## src/hdl/fss_pkg.sv

```systemverilog
// Types and constants shared by the file stream session table.
`timescale 1ns / 1ps
package fss_pkg;

  localparam logic [63:0] HEAD_SEQ = 64'hFFFF_FFFF_FFFF_F000;
  localparam logic [15:0] TIMEOUT_RESET = 16'd10;

  localparam logic [2:0] KIND_PUT    = 3'd0;
  localparam logic [2:0] KIND_APPEND = 3'd1;
  localparam logic [2:0] KIND_FINISH = 3'd2;
  localparam logic [2:0] KIND_FAILED = 3'd3;

  localparam logic [1:0] STATUS_OK       = 2'd0;
  localparam logic [1:0] STATUS_NO_SLOT  = 2'd1;
  localparam logic [1:0] STATUS_DATA_REJ = 2'd2;
  localparam logic [1:0] STATUS_HEAD_ERR = 2'd3;

  typedef struct packed {
    logic [63:0] stream_id;
    logic [63:0] sequence_req;
    logic [63:0] ack_count;
    logic [15:0] payload_length;
    logic [2:0]  head_kind;
    logic [63:0] append_offset;
    logic [31:0] now_seconds;
  } req_t;

  typedef struct packed {
    logic [1:0]  status;
    logic [3:0]  slot_index;
    logic        write_enable;
    logic [63:0] write_offset;
    logic [15:0] write_length;
  } rsp_t;

endpackage

```

## src/hdl/file_stream_session_table_core.sv

```systemverilog
// Session table top level: slot search over a row memory and session update.
//
//   channel   direction  handshake                    payload
//   request   in         start high, busy low         req_i (fss_pkg::req_t)
//   result    out        done_o for one cycle         rsp_o (fss_pkg::rsp_t)
//   config    in         cfg_valid_i && cfg_ready_o   cfg_data_i (idle_timeout)
//
// A request keeps busy high while the search reads the row memory once per slot,
// while the chosen row is read and while that row is updated. done_o rises as
// busy falls; a new request is accepted only once busy is low, which may be
// while done_o is still high. A request that finds no slot skips the update
// and drops busy after the pick. Reset clears the slot flags at once; rows never
// written read as zero. The result cannot be stalled.
`timescale 1ns / 1ps
module file_stream_session_table_core #(
  parameter int SLOT_COUNT = 16,
  parameter int ID_BITS    = 64
) (
  input  logic          clk_i,
  input  logic          rst_ni,
  input  logic          start,
  output logic          busy,
  input  fss_pkg::req_t req_i,
  output logic          done_o,
  output fss_pkg::rsp_t rsp_o,
  input  logic          cfg_valid_i,
  output logic          cfg_ready_o,
  input  logic [15:0]   cfg_data_i
);

  localparam int IDX_W = (SLOT_COUNT > 1) ? $clog2(SLOT_COUNT) : 1;
  localparam int CNT_W = $clog2(SLOT_COUNT + 1);

  localparam logic [1:0] S_IDLE   = 2'd0;
  localparam logic [1:0] S_SCAN   = 2'd1;
  localparam logic [1:0] S_PICK   = 2'd2;
  localparam logic [1:0] S_UPDATE = 2'd3;

  typedef struct packed {
    logic [ID_BITS-1:0] id;
    logic [31:0]        last_seen;
    logic               open;
    logic [63:0]        exp_seq;
    logic [63:0]        exp_ack;
  } row_t;

  row_t mem [SLOT_COUNT];
  row_t rd_row_q;
  logic [IDX_W-1:0] rd_addr_q;

  logic [1:0]            state_q, state_d;
  logic [CNT_W-1:0]      cnt_q, cnt_d;
  logic [SLOT_COUNT-1:0] active_q, active_d;
  logic [SLOT_COUNT-1:0] valid_q, valid_d;
  logic [15:0]           timeout_q, timeout_d;
  logic                  done_q, done_d;
  logic                  match_q, match_d, free_q, free_d, stale_q, stale_d;
  logic [IDX_W-1:0]      match_idx_q, match_idx_d, free_idx_q, free_idx_d;
  logic [IDX_W-1:0]      stale_idx_q, stale_idx_d, sel_q, sel_d;
  fss_pkg::req_t         req_q, req_d;
  fss_pkg::rsp_t         rsp_q, rsp_d;

  logic             rd_en, wr_en;
  logic [IDX_W-1:0] rd_addr;
  row_t             row, wr_row;
  logic [31:0]      idle_age;

  assign busy        = (state_q != S_IDLE);
  assign done_o      = done_q;
  assign rsp_o       = rsp_q;
  assign cfg_ready_o = 1'b1;

  always_comb begin
    row      = valid_q[rd_addr_q] ? rd_row_q : '0;
    idle_age = req_q.now_seconds - row.last_seen;

    state_d     = state_q;
    cnt_d       = cnt_q;
    active_d    = active_q;
    valid_d     = valid_q;
    timeout_d   = timeout_q;
    done_d      = 1'b0;
    match_d     = match_q;
    free_d      = free_q;
    stale_d     = stale_q;
    match_idx_d = match_idx_q;
    free_idx_d  = free_idx_q;
    stale_idx_d = stale_idx_q;
    sel_d       = sel_q;
    req_d       = req_q;
    rsp_d       = rsp_q;
    rd_en       = 1'b0;
    rd_addr     = '0;
    wr_en       = 1'b0;
    wr_row      = row;

    if (cfg_valid_i) begin
      timeout_d = cfg_data_i;
    end

    unique case (state_q)
      S_IDLE: begin
        if (start) begin
          req_d   = req_i;
          match_d = 1'b0;
          free_d  = 1'b0;
          stale_d = 1'b0;
          rd_en   = 1'b1;
          rd_addr = '0;
          cnt_d   = CNT_W'(1);
          state_d = S_SCAN;
        end
      end
      S_SCAN: begin
        if (active_q[rd_addr_q] && !match_q &&
            row.id == req_q.stream_id[ID_BITS-1:0]) begin
          match_d     = 1'b1;
          match_idx_d = rd_addr_q;
        end
        if (!active_q[rd_addr_q] && !free_q) begin
          free_d     = 1'b1;
          free_idx_d = rd_addr_q;
        end
        if (idle_age >= {16'd0, timeout_q} && !stale_q) begin
          stale_d     = 1'b1;
          stale_idx_d = rd_addr_q;
        end
        if (cnt_q == CNT_W'(SLOT_COUNT)) begin
          state_d = S_PICK;
        end else begin
          rd_en   = 1'b1;
          rd_addr = cnt_q[IDX_W-1:0];
          cnt_d   = cnt_q + CNT_W'(1);
        end
      end
      S_PICK: begin
        priority if (match_q) begin
          sel_d = match_idx_q;
        end else if (free_q) begin
          sel_d = free_idx_q;
        end else begin
          sel_d = stale_idx_q;
        end
        if (match_q || free_q || stale_q) begin
          rd_en   = 1'b1;
          rd_addr = sel_d;
          state_d = S_UPDATE;
        end else begin
          rsp_d        = '0;
          rsp_d.status = fss_pkg::STATUS_NO_SLOT;
          done_d       = 1'b1;
          state_d      = S_IDLE;
        end
      end
      S_UPDATE: begin
        rsp_d            = '0;
        rsp_d.status     = fss_pkg::STATUS_OK;
        rsp_d.slot_index = 4'(sel_q);
        wr_row.id        = req_q.stream_id[ID_BITS-1:0];
        wr_row.last_seen = req_q.now_seconds;
        active_d[sel_q]  = 1'b1;
        valid_d[sel_q]   = 1'b1;
        if (req_q.sequence_req == fss_pkg::HEAD_SEQ) begin
          wr_row.open = 1'b0;
          unique case (req_q.head_kind)
            fss_pkg::KIND_PUT: begin
              wr_row.open    = 1'b1;
              wr_row.exp_seq = '0;
              wr_row.exp_ack = req_q.ack_count;
            end
            fss_pkg::KIND_APPEND: begin
              wr_row.open    = 1'b1;
              wr_row.exp_seq = req_q.append_offset;
              wr_row.exp_ack = req_q.ack_count;
            end
            fss_pkg::KIND_FINISH: begin
              active_d[sel_q] = 1'b0;
            end
            fss_pkg::KIND_FAILED: begin
              active_d[sel_q] = 1'b0;
              rsp_d.status    = fss_pkg::STATUS_HEAD_ERR;
            end
            default: begin
            end
          endcase
        end else if (!row.open || row.exp_ack != req_q.ack_count ||
                     row.exp_seq != req_q.sequence_req) begin
          wr_row.open     = 1'b0;
          active_d[sel_q] = 1'b0;
          rsp_d.status    = fss_pkg::STATUS_DATA_REJ;
        end else if (req_q.payload_length != 16'd0) begin
          rsp_d.write_enable = 1'b1;
          rsp_d.write_offset = row.exp_seq;
          rsp_d.write_length = req_q.payload_length;
          wr_row.exp_seq     = row.exp_seq + {48'd0, req_q.payload_length};
        end
        wr_en   = 1'b1;
        done_d  = 1'b1;
        state_d = S_IDLE;
      end
      default: begin
        state_d = S_IDLE;
      end
    endcase
  end

  always_ff @(posedge clk_i or negedge rst_ni) begin
    if (!rst_ni) begin
      state_q   <= S_IDLE;
      cnt_q     <= '0;
      active_q  <= '0;
      valid_q   <= '0;
      timeout_q <= fss_pkg::TIMEOUT_RESET;
      done_q    <= 1'b0;
      match_q   <= 1'b0;
      free_q    <= 1'b0;
      stale_q   <= 1'b0;
    end else begin
      state_q   <= state_d;
      cnt_q     <= cnt_d;
      active_q  <= active_d;
      valid_q   <= valid_d;
      timeout_q <= timeout_d;
      done_q    <= done_d;
      match_q   <= match_d;
      free_q    <= free_d;
      stale_q   <= stale_d;
    end
  end

  always_ff @(posedge clk_i) begin
    req_q       <= req_d;
    rsp_q       <= rsp_d;
    match_idx_q <= match_idx_d;
    free_idx_q  <= free_idx_d;
    stale_idx_q <= stale_idx_d;
    sel_q       <= sel_d;
  end

  always_ff @(posedge clk_i) begin
    if (wr_en) begin
      mem[sel_q] <= wr_row;
    end
    if (rd_en) begin
      rd_row_q  <= mem[rd_addr];
      rd_addr_q <= rd_addr;
    end
  end

endmodule

```

## config.mk

```make
export PLATFORM = sky130hd
export DESIGN_NAME = file_stream_session_table_core
export DESIGN_NICKNAME = d
export VERILOG_FILES = /design/src/hdl/fss_pkg.sv /design/src/hdl/file_stream_session_table_core.sv
export SDC_FILE = /design/constraint.sdc
export NUM_CORES = 2
export LEC_CHECK = 0
export BUFFER_PORTS_ARGS = -buffer_cell sky130_fd_sc_hd__buf_4
export CAP_MARGIN = 10
export CORE_ASPECT_RATIO = 1.4
export CORE_UTILIZATION = 30
export DETAILED_ROUTE_END_ITERATION = 12
export GPL_TIMING_DRIVEN = 0
export PLACE_DENSITY_LB_ADDON = 0.05
export RECOVER_POWER = 25
export SYNTH_ARGS = -nofsm -noshare
export SYNTH_HDL_FRONTEND = slang
export SYNTH_SLANG_ARGS = --single-unit
```

## constraint.sdc

```tcl
create_clock -name clk_i -period 52 [get_ports clk_i]
set_input_delay 5.2 -clock clk_i [delete_from_list [all_inputs] [get_ports clk_i]]
set_output_delay 5.2 -clock clk_i [all_outputs]
set_load 0.02 [all_outputs]
```

==> flow_summary.toml <==
[pwr]
p_leak_nw = 64.9
netSwitchingPower_mw = 6.33
combinationalPowerShare_pct = 40.5
p_sw_share_pct = 42.7
intPower_mw = 8.48
pwr-share-seq_pct = 37.7
power.density_mw_per_mm2 = 74.0
clockPowerShare_pct = 21.8
vdd_drop_max_v = 0.0000438

[floorplan]
start_util_pct = 30.1
die_height_um = 891
std_cell_rows = 326
die_area_sq_mm = 0.568
fp.coreArea_sq_mm = 0.563
die_w_um = 637
io_pins = 417

[detailed_routing]
ant_nets = 0
routedWlPerCell_um = 34.9
vias = 114000
drtPass1Iterations = 6
post_drt_via_cell_ratio = 5.46
route.detailed.drc = 0
wl_um = 726000
drt-initial-drc-count = 11400

[min_path]
hold_class = "flop to flop"
min_path_cells = 1
hold_start = "valid_q[9]$_DFFE_PN0P_"
worstHoldEndpoint = "valid_q[9]$_DFFE_PN0P_"

[yosys]
yosys_warnings = 0
synth_flop_cell = "edfxtp_1"
synth_edf_count = 4239
seq_area_frac_synth_pct = 76.0
syn_area_per_cell_sq_um = 14.2
ys_types = 100
synth_cells = 11900
async_flop_share_pct = 1.37
ys_seq_elements = 4298
synth_area_sq_mm = 0.169
synth_nets = 12300

[placed_design]
port_buffers = 415
gp_congestion = 0.924
place_area_sq_mm = 0.186
detailed_place_hpwl_um = 516000

[worst_setup_path]
critPathSlowestCell = "buf_1"
r2r_start = "rd_addr_q[1]$_DFFE_PP_"
slowest_delay_ns = 0.94
r2r_slack_ns = 37.92
start_kind = "flop"
worstPathRequired_ns = 52.75
worstPathMaxFanout = 10
critical_path.top_delay_family = "buffers and inverters"
reg2reg_depth = 37
cp-startpoint = "rd_addr_q[1]$_DFFE_PP_"
cp_num_buf_inv = 12
crit_path_end_kind = "flop"
path_class = "flop to flop"
cp_data_arrival_time_ns = 14.83
worstReg2RegEnd = "stale_idx_q[0]$_DFFE_PP_"
path_common_cell = "buf_1"

[finish]
drive_above_1_share_pct = 11.2
nFillCells = 54200
final_area_sq_mm = 0.200
ff_latch_area_sq_mm = 0.129
area_growth_pct = 18.1
fin_nets = 13400
multi_input_area_sq_mm = 0.0373

[sta]
worst_pin_slew_ns = 6.67
clock_skew_ns = 0.0721
slew_viol_final = 2461
min_period_ns = 14.08
relSlewSlack_pct = -345
final_hold_viol_count = 0
grt_setup_unrepaired = "no"
setup_viol = 0
tns_ns = 0
fmax_ghz = 0.0710
post-route-period-util_pct = 27.1

[cts]
root_buffer = "clkbuf_16"
path_clk_slew_ns = 0.06
clk-insertion-delay-late_ns = 1.09
clockBufferDepth = 4
h-tree-depth = 5
cts_sinks = 4298
cts_setup_buffers = 0
postCtsHoldBufs = 0
post_cts_resize_count = 0
cts_buffers = 452
cts_tree = "yes"

[global_route]
grt_max_degree = 113
antenna_found_initial = 89
grt_pass1_wl_um = 975000
grt_pass1_vias = 113000
grt-ovfl-total = 0
grt_usage_pct = 24.8

[run_status]
status = "finished, violations left"
violations = "max-capacitance violations, max-slew violations"

[flow_run]
cap_violations = 46
[cells in the mapped netlist, drive strengths merged, types with 9 or more instances]
library cell	n	area share, %
edfxtp	4239	75
nand2	2356	5.2
o22ai	919	3.4
clkbuf	760	1.7
a311oi	689	3.6
a21oi	547	1.6
nor3	334	0.99
a31oi	293	1.1
nor2	243	0.54
o21ai	231	0.68
nand3	167	0.51
inv	136	0.30
xnor2	92	0.48
nand4	85	0.31
ha	72	0.53
buf	60	0.18
dfrtp	57	0.84
nand2b	46	0.17
nor4	45	0.19
a22oi	37	0.17
and3	37	0.14
o32ai	29	0.15
mux2i	28	0.17
a21o	27	0.12
o31ai	27	0.12
xor2	21	0.11
or3	20	0.074
o211ai	18	0.080
nor2b	17	0.063
a2111oi	15	0.10
a211oi	15	0.066
or2	14	0.052
or4	14	0.062
o2111ai	13	0.067
nand3b	12	0.053
a22o	11	0.057
o21a	11	0.049
a2bb2oi	10	0.052
and2	10	0.037
and4	10	0.052
o221ai	10	0.052
a221o	9	0.053
o22a	9	0.047
o31a	9	0.047
[cell usage in the layout (no fill, tap or decap), types with 242 or more instances in the layout]
cell | Yosys | routed
a21oi_1 | 546 | 543
a311oi_1 | 689 | 688
a31oi_1 | 293 | 292
buf_4 | 4 | 513
clkbuf_1 | 760 | 810
clkbuf_16 | 0 | 457
edfxtp_1 | 4239 | 4239
nand2_1 | 2355 | 2354
nor2_1 | 243 | 242
nor3_1 | 334 | 333
o22ai_1 | 919 | 919
[power by group through the flow]
stage	Combinational (mW)	Clock (mW)	Sequential [mW]
2_1_floorplan	2.80	0	5.52
3_3_place_gp	5.60	0	5.91
3_5_place_dp	6.05	0	5.62
4_1_cts	6.07	3.32	5.56
5_1_grt	6.35	3.43	5.59
6_report	5.99	3.24	5.58
[worst max-delay path by stage]
| stage | endpoint | slack [ns] | cells past startpoint |
|---|---|---|---|
| after floorplan | rd_addr_q[0]$_DFFE_PP_ | 30.18 | 4 |
| after global placement | rd_row_q[56]$_DFFE_PP_ | 16.15 | 5 |
| after detailed placement | stale_idx_q[2]$_DFFE_PP_ | 37.74 | 36 |
| after CTS | stale_idx_q[0]$_DFFE_PP_ | 37.65 | 36 |
| after global routing | stale_idx_q[2]$_DFFE_PP_ | 37.45 | 37 |
| final | stale_idx_q[0]$_DFFE_PP_ | 37.92 | 37 |
[cell type report]
type	instances	share of cell area [%]
flip-flops and latches	4298	64.4
clock buffers	544	5.89
inverters	137	0.271
plain buffers	820	1.62
well taps	7380	4.61
repair buffers	672	3.20
clock inverters	291	1.39
multi-input cells	6642	18.6
diodes	33	0.0413
[routing by layer]
layer | vias to the layer above | share of wire [%] | track usage, %
li1 | 49100 | - | -
met5 | - | 0.012 | 0
met2 | 4423 | 50 | 42.7
met3 | 1046 | 5.8 | 3.75
met1 | 59100 | 40 | 31.0
met4 | 14 | 4.6 | 10.3
[state kept, by name, indices dropped and copies added, names as in the netlist, named ones only]
| register | flops |
|---|---|
| valid_q | 16 |
| sel_q | 4 |
| stale_idx_q | 4 |
| match_q | 1 |
| state_q | 2 |
| rsp_o | 87 |
| done_o | 1 |
| rd_row_q | 225 |
| free_q | 1 |
| free_idx_q | 4 |
| cnt_q | 5 |
| mem | 3600 |
| match_idx_q | 4 |
| rd_addr_q | 4 |
| req_q | 307 |
| stale_q | 1 |
| timeout_q | 16 |
[logic make-up after synthesis]
logic type / synth area share, %
other: 0.00221
adders and majority gates: 0.555
DFF: 76.0
xor gates and xnor gates: 0.584
muxes: 0.281
AOI/OAI and AO/OA: 11.8
and+or+nand+nor: 8.59
buffers and inverters: 2.17
[through the flow]
stage / power (mW) / utilization, % / setup slack [ns] / hold WS, ns / std cells
final: 14.8 / 35.5 / 37.92 / 0.467 / 20800
after floorplan: 8.32 / - / 30.18 / 0.434 / 11900
after global placement: 11.5 / 32.3 / 16.15 / 0.452 / 19700
after CTS: 14.9 / 35.7 / 37.65 / 0.470 / 20800
after detailed placement: 11.7 / 33.1 / 37.74 / 0.454 / 19900
after global routing: 15.4 / 35.5 / 37.45 / 0.486 / 20800
[worst register-to-register path: cells and delay by family, from the launching register on]
kind / cells / cell delay (ns)
AOI/OAI and AO/OA: 10 / 3.13
adders and majority gates: 2 / 0.81
and+or+nand+nor: 12 / 3.08
buffers and inverters: 12 / 6.03
xor gates and xnor gates: 1 / 0.20
DFF: 1 / 0.56
Power figures use the tool's default switching activity.
